File: config.mk
export PLATFORM = sky130hd
export DESIGN_NAME = ffpa_alu
export DESIGN_NICKNAME = d
export VERILOG_FILES = /design/src/design/ffpa_pkg.sv /design/src/design/ffpa_alu.sv
export SDC_FILE = /design/constraint.sdc
export NUM_CORES = 1
export LEC_CHECK = 0
export BUFFER_PORTS_ARGS = -buffer_cell sky130_fd_sc_hd__clkbuf_2
export CELL_PAD_IN_SITES_DETAIL_PLACEMENT = 1
export CELL_PAD_IN_SITES_GLOBAL_PLACEMENT = 1
export CORE_MARGIN = 1
export CORE_UTILIZATION = 36
export DETAILED_ROUTE_END_ITERATION = 10
export PLACE_DENSITY_LB_ADDON = 0.1
export SLEW_MARGIN = 20
export SYNTH_ARGS = -nofsm -noshare
export SYNTH_HDL_FRONTEND = slang
export SYNTH_SLANG_ARGS = --single-unit
File: constraint.sdc
create_clock -name vclk -period 5.5
set_input_delay 0.275 -clock vclk [all_inputs]
set_output_delay 0.275 -clock vclk [all_outputs]
set_load 0.02 [all_outputs]
File: src/design/ffpa_pkg.sv
// Shared types, constants and width helpers of the first-fit pool allocator.
package ffpa_pkg;

    localparam int unsigned CMD_W    = 2;
    localparam int unsigned REQ_W    = 10;
    localparam int unsigned OFF_W    = 10;
    localparam int unsigned STATUS_W = 2;
    localparam int unsigned GAP_W    = 7;
    localparam int unsigned PAD_W    = 32;

    localparam int unsigned DEF_POOL_BYTES   = 1024;
    localparam int unsigned DEF_HEADER_BYTES = 16;

    // Requests are rounded up to a multiple of 2**ALIGN_W bytes.
    localparam int unsigned ALIGN_W     = 2;
    localparam int unsigned ALIGN_BYTES = 1 << ALIGN_W;

    localparam logic [GAP_W-1:0] GAP_MAX = '1;
    localparam logic [PAD_W-1:0] PAD_MAX = '1;

    typedef enum logic [CMD_W-1:0] {
        CMD_ALLOC = 2'd0,
        CMD_FREE  = 2'd1,
        CMD_GAPS  = 2'd2,
        CMD_NOP   = 2'd3
    } t_cmd;

    typedef enum logic [STATUS_W-1:0] {
        ST_OK      = 2'd0,
        ST_NOFIT   = 2'd1,
        ST_NULL    = 2'd2,
        ST_BADADDR = 2'd3
    } t_status;

    typedef enum logic {
        ALU_ADD = 1'b0,
        ALU_SUB = 1'b1
    } t_alu_op;

    typedef enum logic [4:0] {
        S_INIT,
        S_IDLE,
        S_PREP,
        S_LOOP,
        S_CHK,
        S_NXT1,
        S_NXT2,
        S_SPL1,
        S_SPL2,
        S_SPL3,
        S_SPL4,
        S_ACOM,
        S_FM1,
        S_FM2,
        S_FM3,
        S_FM4,
        S_FM5,
        S_DONE
    } t_state;

    typedef struct packed {
        t_cmd             cmd;
        logic [REQ_W-1:0] request_size;
        logic [OFF_W-1:0] payload_offset;
        logic             is_null;
    } t_in_item;

    typedef struct packed {
        t_status          status;
        logic [OFF_W-1:0] granted_offset;
        logic [GAP_W-1:0] gap_count;
        logic [PAD_W-1:0] padding_total;
    } t_out_item;

    typedef struct packed {
        t_status            status;
        logic [OFF_W-1:0]   granted;
        logic [GAP_W-1:0]   gaps;
        logic [ALIGN_W-1:0] pad_add;
    } t_ctrl_res;

    function automatic int unsigned f_addr_w(input int unsigned pool);
        return $clog2(pool);
    endfunction

    // Width of the shared arithmetic unit: holds pool positions up to the pool size
    // and rounded requests plus a header, with one spare bit.
    function automatic int unsigned f_calc_w(input int unsigned pool);
        int unsigned w;
        w = ($clog2(pool) + 1 > REQ_W + 1) ? $clog2(pool) + 1 : REQ_W + 1;
        return w + 1;
    endfunction

endpackage

File: src/design/ffpa_alu.sv
// Shared add/subtract unit; a subtract also reports whether a is below b.
module ffpa_alu import ffpa_pkg::*; #(
    parameter int unsigned WIDTH = 13
) (
    input  t_alu_op          i_op,
    input  logic [WIDTH-1:0] i_a,
    input  logic [WIDTH-1:0] i_b,
    output logic [WIDTH-1:0] o_res,
    output logic             o_lt
);

    logic [WIDTH:0] w_sum;

    always_comb begin
        unique case (i_op)
            ALU_ADD: w_sum = {1'b0, i_a} + {1'b0, i_b};
            ALU_SUB: w_sum = {1'b0, i_a} - {1'b0, i_b};
            default: w_sum = '0;
        endcase
    end

    assign o_res = w_sum[WIDTH-1:0];
    // The borrow out of a subtract is set exactly when a < b.
    assign o_lt  = (i_op == ALU_SUB) && w_sum[WIDTH];

endmodule

# Yosys cells after proc, flatten, opt, wreduce, memory -nomap -nowiden
# Cells that the tools add are included.
[word_totals]
ff_bits = 0
in_bits = 27
output_inout_bits = 14
[classes]
add_sub_neg = 2
n_reduce_logical = 1
bitwise = 1
muxes = 1
[ops]
columns = ["cell", "count"]
rows = [
  ["$pmux W14 S2", 1],
  ["$add A13 B13 Y14", 1],
  ["$sub A13 B13 Y14", 1],
  ["$logic_and A1 B1 Y1", 1],
  ["$not A1 Y1", 1],
]

# Depth between registers and ports, before layout
[logic_depth]
word_depth = 3
ltp_mapped = 11

# Worst setup path before layout
# No wires, ideal clock.
[synth_path]
path_kind = "input to output"
startpoint = "input i_b[4]"
endpoint = "output o_res[10]"
stages = 10
setup_slack_ps = 2721
n_path_buf = 1
arrival_ps = 2504
path_cell_list = "or3_4 nor4_4 a21oi_1 xnor2_1 ha_1 clkbuf_2 a2111oi_0 o211ai_1 o311a_1 xor2_1"
[synth_between]
elab_chain_len = 2
word_cells_on_any_way = 3
cone_classes = "add/sub (2); mux (1)"
[synth_lines]
columns = ["element", "line", "rtl"]
rows = [
  ["from (decl)", "ffpa_alu.sv:7", "input logic [WIDTH-1:0] i_b,"],
  ["$sub A13 B13 Y14 or $add A13 B13 Y14 (tied branches)", "ffpa_alu.sv:17, ffpa_alu.sv:16", ""],
  ["$pmux W14 S2 *", "ffpa_alu.sv:15", "unique case (i_op)"],
  ["to (decl)", "ffpa_alu.sv:8", "output logic [WIDTH-1:0] o_res,"],
]
# Every way passes the cells marked *; elsewhere a longest branch is shown, timed or not.

# Worst setup path in the final report
# Ends and elaborated chain as after synthesis.

==> flow_metrics.env <==
export IMPL_wl_met1_um=1100
export IMPL_ys_types=35
export IMPL_hold_viol=0
export IMPL_synth_warning_count=0
export IMPL_finalMaxSlewViolations=0
export IMPL_met2_length_um=1020
export IMPL_rsz0062_at_grt="false"
export IMPL_fin_crit_ns=3.02
export IMPL_synth_nets=153
export IMPL_firstDrtPassIters=4
export IMPL_grt_first_pass_wirelength_um=3850
export IMPL_tns_ns=0
export IMPL_pre_cts_slack_ns=2.47
export IMPL_grt_max_degree=14
export IMPL_hold_ws_ns=0.961
export IMPL_num_vias=946
export IMPL_mostFrequentLayoutCells="41 x clkbuf_2, 16 x xnor2_1, 14 x a21oi_1, 14 x ha_1, 8 x nor2_1"
export IMPL_fillers=305
export IMPL_top_layer="met3"
export IMPL_status="completed"
export IMPL_vias_per_cell=5.31
export IMPL_fin_ws_ns=2.48
export IMPL_worstHoldPathType="in -> out"
export IMPL_max_freq_ghz=0.331
export IMPL_postCtsSetupBuffers=0
export IMPL_wl_per_cell_um=12.6
export IMPL_slew_headroom_pct=68.2
export IMPL_ctsResizeCount=0
export IMPL_syn_avg_cell_area_um2=7.53
export IMPL_n_clock_buffer=0
export IMPL_seqCellArea_um2=0
export IMPL_start_util_pct=38.1
export IMPL_end_kind="primary output"
export IMPL_post_dp_cell_area_um2=1070
export IMPL_critPathArrivalTime_ns=2.75
export IMPL_setup_violations=0
export IMPL_place_hpwl_um=2030
export IMPL_io_buffer_count=41
export IMPL_internal_power_mw=0.0822
export IMPL_path_class="in -> out"
export IMPL_grt_usage_pct=18.8
export IMPL_synth_seq_area_share_pct=0
export IMPL_nFlopsAndLatches=0
export IMPL_first_iter_violations=7
export IMPL_min_to="o_res[0]"
export IMPL_postLayoutCoreUtil_pct=48.7
export IMPL_tightestPinTransition_ns=0.473
export IMPL_seq_power_share_pct=0
export IMPL_antenna_found_initial=0
export IMPL_netlist_area_um2=836
export IMPL_ant_nets=0
export IMPL_cap_violations=0
export IMPL_grt_pass1_vias=878
export IMPL_pin_count=41
export IMPL_cts_hold_buf=0
export IMPL_syn_to_final_growth_pct=27.7
export IMPL_num_rows=17
export IMPL_worstHoldStart="i_a[0]"
export IMPL_die_w_um=50.2
export IMPL_power_frac_clock_pct=0
export IMPL_ir_worst_vdd_v=0.0000800
export IMPL_dr_wl_met3_um=113
export IMPL_coreArea_um2=2190
export IMPL_p_leak_nw=0.525
export IMPL_power_frac_comb_pct=100.0
export IMPL_required_ns=5.22
export IMPL_drt_total_wl_um=2240
export IMPL_hold_depth=5
export IMPL_p_switching_mw=0.124
export IMPL_final_nets=194
export IMPL_startpoint_type="input port"
export IMPL_die_area_um2=2520
export IMPL_design_area_um2=1070
export IMPL_multi_input_area_um2=801
export IMPL_die_h_um=50.2
export IMPL_timing_final_crit_share_pct=55.0
export IMPL_swShare_pct=60.1
export IMPL_cp_max_fo=7
export IMPL_antenna_cells=0
export IMPL_power_density_nw_per_um2=193
export IMPL_gp_congestion=0.798
export IMPL_grt_overflow=0
export IMPL_drcViolationCount=0
export IMPL_netlist_instances=111
export IMPL_drive_gt1_share_pct=32.7
export IMPL_final_common_cell="clkbuf_2"
-- area by class of cell --
class                           count  area share, %
Inverter                            7           2.46
Multi-Input combinational cell    102           75.0
Tap cell                           28           3.28
Timing Repair Buffer               41           19.2
-- critical path, stage by stage --
cell and delay (ns):
clkbuf_2 0.09, or3_4 0.42, nor4_4 0.22, a21oi_1 0.13, xnor2_1 0.23, ha_1 0.35, a2111oi_0 0.42, o211ai_1 0.14
o311a_1 0.15, xor2_1 0.13, clkbuf_2 0.18
-- metrics by stage --
stage	power, mW	std cells
5_1_grt	0.226	178
2_1_floorplan	0.145	111
3_3_place_gp	0.203	178
6_report	0.206	178
4_1_cts	0.207	178
3_5_place_dp	0.206	178
-- power by group through the flow --
stage / clock network, mW / logic [mW] / registers (mW)
after CTS: 0 / 0.207 / 0
final: 0 / 0.206 / 0
after floorplan: 0 / 0.145 / 0
after global placement: 0 / 0.203 / 0
after global routing: 0 / 0.226 / 0
after detailed placement: 0 / 0.206 / 0
-- logic make-up after synthesis --
family,synth area share [%]
AO/OA/AOI/OAI,24.4
buffers and inverters,4.19
AND/OR/NAND/NOR,23.8
multiplexers,1.20
adder cells (fa/ha/maj),23.4
XOR/XNOR,23.1
-- per-layer routing --
metal,GRT usage (%),vias to the layer above
met2,32.2,26
met3,0,0
li1,-,492
met5,0,-
met4,0,0
met1,27.8,428
-- worst max path at each step --
| stage | start | end | slack, ns | cells past startpoint |
|---|---|---|---|---|
| after detailed placement | i_b[4] | o_res[10] | 2.47 | 11 |
| final | i_b[4] | o_res[10] | 2.48 | 11 |
| after floorplan | i_b[4] | o_res[10] | 2.72 | 10 |
| after CTS | i_b[4] | o_res[10] | 2.45 | 11 |
| after global routing | i_b[4] | o_res[10] | 2.30 | 11 |
| after global placement | i_b[4] | o_res[10] | 2.50 | 11 |
-- synth_stat cells, types with 2 or more instances --
cell,instances,area share [%]
a21oi_1,14,8.4
o21ai_0,2,1.2
xnor2_1,16,17
a31oi_1,6,4.5
nand2_1,3,1.3
nor2_1,8,3.6
inv_1,7,3.1
nor3_1,3,1.8
ha_1,14,21
a21o_1,2,1.8
xor2_1,6,6.3
nor2b_1,2,1.5
nand3_1,6,3.6
No activity file was read; power rests on OpenSTA's default activity.
