### config.mk
export PLATFORM = sky130hd
export DESIGN_NAME = ffpa_ctrl
export DESIGN_NICKNAME = d
export VERILOG_FILES = /design/src/design/ffpa_pkg.sv /design/src/design/ffpa_ctrl.sv
export SDC_FILE = /design/constraint.sdc
export NUM_CORES = 1
export LEC_CHECK = 0
export BUFFER_PORTS_ARGS = -buffer_cell sky130_fd_sc_hd__clkbuf_2
export CAP_MARGIN = 20
export CORE_ASPECT_RATIO = 1.25
export CORE_MARGIN = 3
export CORE_UTILIZATION = 45
export CTS_BUF_LIST = sky130_fd_sc_hd__clkbuf_4 sky130_fd_sc_hd__clkbuf_8
export CTS_CLUSTER_SIZE = 14
export DETAILED_ROUTE_END_ITERATION = 12
export GPL_ROUTABILITY_DRIVEN = 0
export PLACE_DENSITY = 0.68
export SYNTH_ARGS = -nofsm -noshare
export SYNTH_HDL_FRONTEND = slang
export SYNTH_SLANG_ARGS = --single-unit
### constraint.sdc
create_clock -name i_clk -period 5.7 [get_ports i_clk]
set_input_delay 0.285 -clock i_clk [delete_from_list [all_inputs] [get_ports i_clk]]
set_output_delay 0.285 -clock i_clk [all_outputs]
set_load 0.05 [all_outputs]
### src/design/ffpa_pkg.sv
// Shared types, constants and width helpers of the first-fit pool allocator.
package ffpa_pkg;

    localparam int unsigned CMD_W    = 2;
    localparam int unsigned REQ_W    = 10;
    localparam int unsigned OFF_W    = 10;
    localparam int unsigned STATUS_W = 2;
    localparam int unsigned GAP_W    = 7;
    localparam int unsigned PAD_W    = 32;

    localparam int unsigned DEF_POOL_BYTES   = 1024;
    localparam int unsigned DEF_HEADER_BYTES = 16;

    // Requests are rounded up to a multiple of 2**ALIGN_W bytes.
    localparam int unsigned ALIGN_W     = 2;
    localparam int unsigned ALIGN_BYTES = 1 << ALIGN_W;

    localparam logic [GAP_W-1:0] GAP_MAX = '1;
    localparam logic [PAD_W-1:0] PAD_MAX = '1;

    typedef enum logic [CMD_W-1:0] {
        CMD_ALLOC = 2'd0,
        CMD_FREE  = 2'd1,
        CMD_GAPS  = 2'd2,
        CMD_NOP   = 2'd3
    } t_cmd;

    typedef enum logic [STATUS_W-1:0] {
        ST_OK      = 2'd0,
        ST_NOFIT   = 2'd1,
        ST_NULL    = 2'd2,
        ST_BADADDR = 2'd3
    } t_status;

    typedef enum logic {
        ALU_ADD = 1'b0,
        ALU_SUB = 1'b1
    } t_alu_op;

    typedef enum logic [4:0] {
        S_INIT,
        S_IDLE,
        S_PREP,
        S_LOOP,
        S_CHK,
        S_NXT1,
        S_NXT2,
        S_SPL1,
        S_SPL2,
        S_SPL3,
        S_SPL4,
        S_ACOM,
        S_FM1,
        S_FM2,
        S_FM3,
        S_FM4,
        S_FM5,
        S_DONE
    } t_state;

    typedef struct packed {
        t_cmd             cmd;
        logic [REQ_W-1:0] request_size;
        logic [OFF_W-1:0] payload_offset;
        logic             is_null;
    } t_in_item;

    typedef struct packed {
        t_status          status;
        logic [OFF_W-1:0] granted_offset;
        logic [GAP_W-1:0] gap_count;
        logic [PAD_W-1:0] padding_total;
    } t_out_item;

    typedef struct packed {
        t_status            status;
        logic [OFF_W-1:0]   granted;
        logic [GAP_W-1:0]   gaps;
        logic [ALIGN_W-1:0] pad_add;
    } t_ctrl_res;

    function automatic int unsigned f_addr_w(input int unsigned pool);
        return $clog2(pool);
    endfunction

    // Width of the shared arithmetic unit: holds pool positions up to the pool size
    // and rounded requests plus a header, with one spare bit.
    function automatic int unsigned f_calc_w(input int unsigned pool);
        int unsigned w;
        w = ($clog2(pool) + 1 > REQ_W + 1) ? $clog2(pool) + 1 : REQ_W + 1;
        return w + 1;
    endfunction

endpackage

### src/design/ffpa_ctrl.sv
// Sequencer that walks the header chain and drives the shared ALU and header RAM.
module ffpa_ctrl import ffpa_pkg::*; #(
    parameter int unsigned POOL_BYTES   = DEF_POOL_BYTES,
    parameter int unsigned HEADER_BYTES = DEF_HEADER_BYTES,
    localparam int unsigned AW = f_addr_w(POOL_BYTES),
    localparam int unsigned WW = f_calc_w(POOL_BYTES)
) (
    input  logic            i_clk,
    input  logic            i_rst_n,
    input  logic            i_start,
    input  t_in_item        i_item,
    output logic            o_idle,
    output logic            o_done,
    input  logic            i_take,
    output t_ctrl_res       o_res,
    output t_alu_op         o_alu_op,
    output logic [WW-1:0]   o_alu_a,
    output logic [WW-1:0]   o_alu_b,
    input  logic [WW-1:0]   i_alu_res,
    input  logic            i_alu_lt,
    output logic            o_mem_wr_en,
    output logic [AW-1:0]   o_mem_wr_addr,
    output logic [AW:0]     o_mem_wr_data,
    output logic            o_mem_rd_en,
    output logic [AW-1:0]   o_mem_rd_addr,
    input  logic [AW:0]     i_mem_rd_data
);

    localparam logic [WW-1:0] POOL_V     = WW'(POOL_BYTES);
    localparam logic [WW-1:0] HDR_V      = WW'(HEADER_BYTES);
    localparam logic [WW-1:0] ALIGN_ADD  = WW'(ALIGN_BYTES - 1);
    localparam logic [WW-1:0] ALIGN_MASK = ~WW'(ALIGN_BYTES - 1);
    localparam logic [AW-1:0] ROOT_SIZE  = AW'(POOL_BYTES - HEADER_BYTES);

    t_state           r_state, n_state;
    t_cmd             r_cmd, n_cmd;
    logic [REQ_W-1:0] r_req, n_req;
    logic [OFF_W-1:0] r_off, n_off;
    logic             r_null, n_null;
    logic [WW-1:0]    r_thr, n_thr;     // rounded request, gap limit or free target
    logic [WW-1:0]    r_pos, n_pos;
    logic [AW-1:0]    r_size, n_size;
    logic [WW-1:0]    r_tmp, n_tmp;
    logic [WW-1:0]    r_np, n_np;
    logic [AW-1:0]    r_nsize, n_nsize;
    logic             r_nfree, n_nfree;
    logic             r_split, n_split;
    logic [GAP_W-1:0] r_gaps, n_gaps;
    t_ctrl_res        r_res, n_res;

    logic             w_rd_free;
    logic [AW-1:0]    w_rd_size;

    assign w_rd_free = i_mem_rd_data[AW];
    assign w_rd_size = i_mem_rd_data[AW-1:0];

    always_ff @(posedge i_clk) begin
        if (!i_rst_n) begin
            r_state <= S_INIT;
        end else begin
            r_state <= n_state;
        end
    end

    always_ff @(posedge i_clk) begin
        r_cmd   <= n_cmd;
        r_req   <= n_req;
        r_off   <= n_off;
        r_null  <= n_null;
        r_thr   <= n_thr;
        r_pos   <= n_pos;
        r_size  <= n_size;
        r_tmp   <= n_tmp;
        r_np    <= n_np;
        r_nsize <= n_nsize;
        r_nfree <= n_nfree;
        r_split <= n_split;
        r_gaps  <= n_gaps;
        r_res   <= n_res;
    end

    always_comb begin
        n_state = r_state;
        n_cmd   = r_cmd;
        n_req   = r_req;
        n_off   = r_off;
        n_null  = r_null;
        n_thr   = r_thr;
        n_pos   = r_pos;
        n_size  = r_size;
        n_tmp   = r_tmp;
        n_np    = r_np;
        n_nsize = r_nsize;
        n_nfree = r_nfree;
        n_split = r_split;
        n_gaps  = r_gaps;
        n_res   = r_res;

        o_alu_op      = ALU_ADD;
        o_alu_a       = r_pos;
        o_alu_b       = '0;
        o_mem_wr_en   = 1'b0;
        o_mem_wr_addr = r_pos[AW-1:0];
        o_mem_wr_data = '0;
        o_mem_rd_en   = 1'b0;
        o_mem_rd_addr = r_pos[AW-1:0];

        unique case (r_state)
            S_INIT: begin
                // The pool starts as one free block at offset zero.
                o_mem_wr_en   = 1'b1;
                o_mem_wr_addr = '0;
                o_mem_wr_data = {1'b1, ROOT_SIZE};
                n_state       = S_IDLE;
            end
            S_IDLE: begin
                if (i_start) begin
                    n_cmd   = i_item.cmd;
                    n_req   = i_item.request_size;
                    n_off   = i_item.payload_offset;
                    n_null  = i_item.is_null;
                    n_state = S_PREP;
                end
            end
            S_PREP: begin
                n_pos   = '0;
                n_gaps  = '0;
                n_split = 1'b0;
                n_res   = '{status: ST_OK, granted: '0, gaps: '0, pad_add: '0};
                case (r_cmd)
                    CMD_ALLOC: begin
                        o_alu_a = WW'(r_req);
                        o_alu_b = ALIGN_ADD;
                        n_thr   = i_alu_res & ALIGN_MASK;
                        n_state = S_LOOP;
                    end
                    CMD_GAPS: begin
                        o_alu_a = WW'(r_req);
                        o_alu_b = HDR_V;
                        n_thr   = i_alu_res;
                        n_state = S_LOOP;
                    end
                    CMD_FREE: begin
                        o_alu_op = ALU_SUB;
                        o_alu_a  = WW'(r_off);
                        o_alu_b  = HDR_V;
                        if (r_null) begin
                            n_res.status = ST_NULL;
                            n_state      = S_DONE;
                        end else if (i_alu_lt) begin
                            n_res.status = ST_BADADDR;
                            n_state      = S_DONE;
                        end else begin
                            n_thr   = i_alu_res;
                            n_state = S_LOOP;
                        end
                    end
                    default: begin
                        n_state = S_DONE;
                    end
                endcase
            end
            S_LOOP: begin
                o_alu_op = ALU_SUB;
                o_alu_a  = r_pos;
                o_alu_b  = POOL_V;
                if (i_alu_lt) begin
                    o_mem_rd_en = 1'b1;
                    n_state     = S_CHK;
                end else begin
                    case (r_cmd)
                        CMD_ALLOC: n_res.status = ST_NOFIT;
                        CMD_FREE:  n_res.status = ST_BADADDR;
                        default:   n_res.gaps   = r_gaps;
                    endcase
                    n_state = S_DONE;
                end
            end
            S_CHK: begin
                n_size   = w_rd_size;
                o_alu_op = ALU_SUB;
                case (r_cmd)
                    CMD_ALLOC: begin
                        o_alu_a = WW'(w_rd_size);
                        o_alu_b = r_thr;
                        n_state = (w_rd_free && !i_alu_lt) ? S_SPL1 : S_NXT1;
                    end
                    CMD_GAPS: begin
                        o_alu_a = WW'(w_rd_size);
                        o_alu_b = r_thr;
                        if (w_rd_free && i_alu_lt && (r_gaps != GAP_MAX)) begin
                            n_gaps = r_gaps + 1'b1;
                        end
                        n_state = S_NXT1;
                    end
                    CMD_FREE: begin
                        o_alu_a = r_pos;
                        o_alu_b = r_thr;
                        if (i_alu_res == '0) begin
                            n_state = S_FM1;
                        end else if (!i_alu_lt) begin
                            // The walk passed the address: it is not a block start.
                            n_res.status = ST_BADADDR;
                            n_state      = S_DONE;
                        end else begin
                            n_state = S_NXT1;
                        end
                    end
                    default: begin
                        n_state = S_DONE;
                    end
                endcase
            end
            S_NXT1: begin
                o_alu_a = r_pos;
                o_alu_b = WW'(r_size);
                n_pos   = i_alu_res;
                n_state = S_NXT2;
            end
            S_NXT2: begin
                o_alu_a = r_pos;
                o_alu_b = HDR_V;
                n_pos   = i_alu_res;
                n_state = S_LOOP;
            end
            S_SPL1: begin
                o_alu_a = r_thr;
                o_alu_b = HDR_V;
                n_tmp   = i_alu_res;
                n_state = S_SPL2;
            end
            S_SPL2: begin
                // Split only when the remainder is larger than one header.
                o_alu_op = ALU_SUB;
                o_alu_a  = r_tmp;
                o_alu_b  = WW'(r_size);
                n_state  = i_alu_lt ? S_SPL3 : S_ACOM;
            end
            S_SPL3: begin
                // The split point lies inside this block, so it is always within the pool.
                o_alu_a = r_pos;
                o_alu_b = r_tmp;
                n_np    = i_alu_res;
                n_state = S_SPL4;
            end
            S_SPL4: begin
                o_alu_op      = ALU_SUB;
                o_alu_a       = WW'(r_size);
                o_alu_b       = r_tmp;
                o_mem_wr_en   = 1'b1;
                o_mem_wr_addr = r_np[AW-1:0];
                o_mem_wr_data = {1'b1, i_alu_res[AW-1:0]};
                n_split       = 1'b1;
                n_state       = S_ACOM;
            end
            S_ACOM: begin
                o_alu_a        = r_pos;
                o_alu_b        = HDR_V;
                n_res.granted  = i_alu_res[OFF_W-1:0];
                n_res.pad_add  = ALIGN_W'(0) - r_req[ALIGN_W-1:0];
                o_mem_wr_en    = 1'b1;
                o_mem_wr_data  = {1'b0, (r_split ? r_thr[AW-1:0] : r_size)};
                n_state        = S_DONE;
            end
            S_FM1: begin
                o_alu_a = r_pos;
                o_alu_b = WW'(r_size);
                n_tmp   = i_alu_res;
                n_state = S_FM2;
            end
            S_FM2: begin
                o_alu_a = r_tmp;
                o_alu_b = HDR_V;
                n_np    = i_alu_res;
                n_state = S_FM3;
            end
            S_FM3: begin
                o_alu_op = ALU_SUB;
                o_alu_a  = r_np;
                o_alu_b  = POOL_V;
                if (i_alu_lt) begin
                    o_mem_rd_en   = 1'b1;
                    o_mem_rd_addr = r_np[AW-1:0];
                    n_state       = S_FM4;
                end else begin
                    // Last block of the pool: nothing follows to merge with.
                    o_mem_wr_en   = 1'b1;
                    o_mem_wr_data = {1'b1, r_size};
                    n_state       = S_DONE;
                end
            end
            S_FM4: begin
                n_nsize = w_rd_size;
                n_nfree = w_rd_free;
                o_alu_a = WW'(r_size);
                o_alu_b = HDR_V;
                n_tmp   = i_alu_res;
                n_state = S_FM5;
            end
            S_FM5: begin
                // The absorbed header is left stale; it is no longer a block start
                // and is rewritten before any walk can reach it again.
                o_alu_a     = r_tmp;
                o_alu_b     = WW'(r_nsize);
                o_mem_wr_en = 1'b1;
                if (r_nfree) begin
                    o_mem_wr_data = {1'b1, i_alu_res[AW-1:0]};
                end else begin
                    o_mem_wr_data = {1'b1, r_size};
                end
                n_state = S_DONE;
            end
            S_DONE: begin
                if (i_take) begin
                    n_state = S_IDLE;
                end
            end
            default: begin
                n_state = S_IDLE;
            end
        endcase
    end

    assign o_idle = (r_state == S_IDLE);
    assign o_done = (r_state == S_DONE);
    assign o_res  = r_res;

endmodule

Yosys cells after proc, flatten, opt, wreduce, memory -nomap -nowiden

Cells that the tools add are included.

Flip-flop bits (word level): 126
Latch bits: 0
Bits in writable memories: 0
Bits in read-only memories: 0
Input port bits: 51
Output and inout bits: 81
Word-level logic and storage cells: 142
Memories kept: 0

Add/subtract/negate cells: 2
Multiply operators: 0
Divide/modulo/power cells: 0
Magnitude comparators: 0
Equality and inequality tests: 32
Shift operators: 0
Mux-type cells: 54
Bitwise gates (word level): 0
Reductions and logical operators: 36

Operators by type and width:

| operator                                       | number |
|---|---|
| case mux 12 bit (7 select lines)               | 1 |
| case mux 5 bit (16 select lines)               | 1 |
| case mux 12 bit (6 select lines)               | 1 |
| case mux 11 bit (5 select lines)               | 1 |
| 2-to-1 mux 12 bit                              | 4 |
| case mux 12 bit (2 select lines)               | 2 |
| == test 5 x 4 -> 1 bit (second input constant) | 8 |
| 2-to-1 mux 10 bit                              | 4 |
| 2-to-1 mux 5 bit                               | 8 |
| case mux 10 bit (2 select lines)               | 2 |
| case mux 12 bit (3 select lines)               | 1 |
| 2-to-1 mux 7 bit                               | 4 |
| case mux 7 bit (2 select lines)                | 2 |
| == test 5 x 3 -> 1 bit (second input constant) | 4 |
| case mux 5 bit (2 select lines)                | 2 |
| 2-to-1 mux 2 bit                               | 9 |
| inequality test 2 bit (second input constant)  | 9 |
| OR reduction 2 bit                             | 9 |
| case mux 5 bit (3 select lines)                | 1 |
| logical NOT 12 bit                             | 1 |
| OR reduction 3 bit                             | 4 |
| 2-to-1 mux 11 bit                              | 1 |
| == test 5 x 2 -> 1 bit (second input constant) | 2 |
| == test 5 bit (second input constant)          | 2 |
| other kinds (24)                               | 41 |

Depth between registers and ports, before layout

Depth in word-level cells: 5
Mapped depth: 9
Depth with buffers taken out: 7

Least setup slack after synthesis

OpenSTA, ideal clock, no wires.

Kind: flip-flop to output port
Start point: reg r_cmd[0]
End point: out o_alu_a[0]
Arrival: 2.647 ns
Required time: 5.415 ns
Slack: 2.768 ns
Stages on the path, launching flop included: 10
Buffers on the path: 2
Path through: edfxtp_1 -> inv_1 -> clkbuf_1 -> ha_1 -> or2_2 -> clkbuf_1 -> nand2_1 -> a21oi_1 -> a21oi_1 -> a41oi_1

Word-level cells in the longest chain between the ends: 4
Elaborated cells between the ends (all ways): 7
Classes of those cells: eq/ne (2); mux (3); reduce/logical (2)

RTL lines:

| item                                                                         | line                               | source |
|---|---|---|
| from (decl)                                                                  | ffpa_ctrl.sv:36                    | `t_cmd r_cmd, n_cmd;` |
| from (signal assigned)                                                       | ffpa_ctrl.sv:66                    | `r_cmd <= n_cmd;` |
| == test 2 bit / logical NOT 2 bit (equally long branches)                    | ffpa_ctrl.sv:130, ffpa_ctrl.sv:182 |  |
| OR reduction 2 bit (no source line)                                          | --                                 |  |
| case mux 12 bit (2 select lines) / 2-to-1 mux 12 bit (equally long branches) | ffpa_ctrl.sv:130, ffpa_ctrl.sv:182 |  |
| case mux 12 bit (6 select lines) (*)                                         | ffpa_ctrl.sv:108                   | `unique case (r_state)` |
| to (decl)                                                                    | ffpa_ctrl.sv:17                    | `output logic [WW-1:0] o_alu_a,` |

Every way passes the cells marked *; elsewhere a longest branch is shown, timed or not.

Worst setup path after layout

Start point: reg r_state[1]
End point: out o_alu_a[11]

Word-level cells in the longest chain between the ends: 3
Elaborated cells between the ends (all ways): 12
Classes of those cells: eq/ne (9); mux (1); reduce/logical (2)

RTL lines:

| item                                                                             | line             | source |
|---|---|---|
| from (decl)                                                                      | ffpa_ctrl.sv:35  | `t_state r_state, n_state;` |
| from (signal assigned)                                                           | ffpa_ctrl.sv:61  | `r_state <= n_state;` |
| == test 5 bit / == test 5 x 4 -> 1 bit (equally long branches)                   | ffpa_ctrl.sv:108 |  |
| OR reduction 3 bit (no source line) / OR reduction 2 bit (equally long branches) | --               |  |
| case mux 12 bit (6 select lines) (*)                                             | ffpa_ctrl.sv:108 |  |

Marked as above.

==> qor.txt <==
number of max-cap violations - 0
ys flop type - edfxtp_1
via count - 5517
final net count - 758
Synth Instances - 564
PortBufs - 131
sequential power share - 45.9%
fin crit period - 4059 ps
final clock skew - 12.40 ps
Tot Pwr - 2304 µW
worst-path cell chain - or4b_4 -> or2_1 -> inv_2 -> a22oi_1 -> nand2_1 -> a221o_1 -> clkbuf_2
core outline area - 13930 µm²
Fin. Hold Viols - 0
P_leak - 0.002965 µW
gr ovfl total - 0
Logic pwr share - 17.1%
Min-Delay Startpoint - i_item[0]
Post CTS Setup Buffer Count - 0
Syn Nets - 621
H-tree depth - 4
CP max-delay cell - dfxtp_1
crit-path max cell delay - 960 ps
Starting Density - 46.39%
crit start category - flop
initial antenna violation count - 0
die area - 15850 µm²
Crit Path Category - reg -> out
Num CTS Buffers - 17
ant diodes - 0
Slew Limit Fails - 0
detail-routed via count per cell - 6.213
Detail Route Antenna Nets - 0
Resized Gates After CTS - 0
Setup TNS Final - 0 ps
average size of a mapped cell - 11.46 µm²
crit share post-route - 71.21%
# hold bufs at CTS - 11
worst setup path startpoint - r_state[1]$_SDFFE_PN0P_
Max clock buf depth - 2
RSZ-0062 raised after global routing - no
Die Y - 140.0 µm
WL/cell - 23.00 µm
Area growth syn-to-layout - 20.93%
Fmax - 0.2464 GHz
DR DRC count - 0
switching power share of the total - 29.88%
Syn. warnings - 0
Worst Path Arrival - 3770 ps
Worst Hold Class - in -> reg
Final HPWL DP - 13.99 mm
post-synthesis sequential area ratio - 57.76%
outcome - finished clean
Rows - 48
Rel. slew slack - 27.01%
largest net degree at the start of global routing - 36
endpoints failing setup - 0
synthesized area - 6464 µm²
first-pass detailed-route iteration total - 6
crit end category - primary output
EDFF count, synth - 121
Worst Path Max Fanout - 28
pwr/cell area - 294.8 nW/µm²
Global Route Usage Sum - 25.71%
first-pass GRT wire length - 30.59 mm
CTS sink cnt - 126
vias in the first global route - 5444
First DRT Iteration DRCs - 604
Worst EP required - 5410 ps
drt total wl - 20.43 mm
Clk pwr share - 37.0%
# IOs - 132
clk slew on worst S/H paths - 80 ps
Max IR drop VDD - 0.1375 mV
ratio of cells with drive above 1 in the final layout - 27.63%
worst skew pair latency - 450 ps
P_sw - 688.6 µW
Tightest Pin Transition - 1089 ps
die width - 113.2 µm
number of synthesized register bits - 126
FFs w/ async S/R, synth - 0%
internal power - 1616 µW
Root Buffer - clkbuf_8
Yosys cell types - 57
CTS tree - built
Reg-to-Reg Start - r_state[2]$_SDFFE_PN0P_
==> cells in the mapped netlist (all sizes together) (5+ instances only) <==
cell type	number	area share [%]
a221o	12	1.9
inv	5	0.29
or2	6	0.58
o21ai	14	1.1
mux2	10	1.7
a222oi	10	1.5
a221oi	19	2.6
and2	36	3.5
nand3	15	1.2
nand2	68	3.9
dfxtp	5	1.5
ha	6	1.2
nor2	37	2.2
clkbuf	27	1.6
nor2b	19	1.8
a22o	14	1.9
nor3	18	1.5
a21oi	31	2.4
a41oi	9	1.2
and3	12	1.2
edfxtp	121	56
buf	12	1.6
==> layout make-up <==
class / count / area (µm²)
clock buffer: 17 / 234.0
tap: 175 / 219.0
multi-input combinational: 394 / 2524
timing repair buffer: 157 / 894.6
fill: 1276 / 6117
inverter: 5 / 18.77
sequential: 126 / 3734
clock inverter: 14 / 192.7
==> metal layers <==
layer | vias up | part of all wire (%) | global-route usage (%) | wire (µm)
li1 | 2438 | - | - | -
met1 | 2623 | 36 | 30.56 | 7275
met2 | 373 | 48 | 41.20 | 9875
met3 | 83 | 9.7 | 5.575 | 1982
met4 | 0 | 6.3 | 18.04 | 1292
met5 | - | 0 | 0 | 0
==> through the flow <==
step | util [%] | setup WS, ps | hold slack [ps] | instances | area [µm²]
CTS | 55.60 | 1720 | 0.5438 | 881 | 7747
global route | 56.10 | 1534 | 2.839 | 888 | 7816
finish | 56.10 | 1641 | 15.71 | 888 | 7816
detailed placement | 51.75 | 2103 | 463.7 | 839 | 7211
global placement | 51.75 | 2325 | 462.4 | 839 | 7211
floorplan | - | 2768 | 383.9 | 564 | 6464
==> sequential cells by signal (all words and copies together) (netlist names) <==
| name | cells |
|---|---|
| r_pos | 12 |
| r_nsize | 10 |
| r_off | 10 |
| r_thr | 12 |
| r_split | 1 |
| r_nfree | 1 |
| r_null | 1 |
| r_tmp | 12 |
| r_req | 10 |
| r_np | 12 |
| r_cmd | 2 |
| r_state | 5 |
| r_gaps | 7 |
| r_size | 10 |
| o_res | 21 |
==> power groups by stage <==
stage	logic (µW)	registers (µW)	clock network [µW]
after global placement	378	1080	0
after detailed placement	382	1080	0
final	395	1060	852
after CTS	389	1060	854
after global routing	416	1060	899
after floorplan	268	1080	0
==> worst max-delay path: cells and delay by family, from the launching register on <==
kind                   cells  cell delay, ps
buffers and inverters      2             610
AOI/OAI and AO/OA          2             700
and+or+nand+nor            3            1040
DFF                        1             960
==> cells in the final DEF (no fill, tap or decap), types with 15 or more instances in the layout <==
| cell type | n |
|---|---|
| clkbuf_2 | 131 |
| edfxtp_1 | 121 |
| nand2_1 | 68 |
| nor2_1 | 36 |
| and2_1 | 36 |
| a21oi_1 | 31 |
| nor2b_1 | 19 |
| a221oi_1 | 19 |
| clkbuf_8 | 17 |
| dlygate4sd3_1 | 16 |
| nand3_1 | 15 |
| nor3_1 | 15 |
==> path summary, 6_finish.rpt <==
check             slack, ps                      end  cells past startpoint
hold reg to reg         610   o_res[6]$_SDFFCE_PN0P_                      1
setup reg to reg       2060  r_gaps[2]$_SDFFCE_PN0P_                      5
hold / removal           20         r_null$_DFFE_PP_                      1
setup / recovery       1640              o_alu_a[11]                      7
==> cell families after synthesis <==
kind of cell | Yosys count | synth area share, %
flip-flops | 126 | 57.76
buffers and inverters | 44 | 3.426
XOR/XNOR | 8 | 1.084
AND/OR/NAND/NOR | 231 | 18.20
AO/OA/AOI/OAI | 136 | 16.16
multiplexers | 13 | 2.207
adder cells (fa/ha/maj) | 6 | 1.161
No activity file was read; power rests on OpenSTA's default activity.
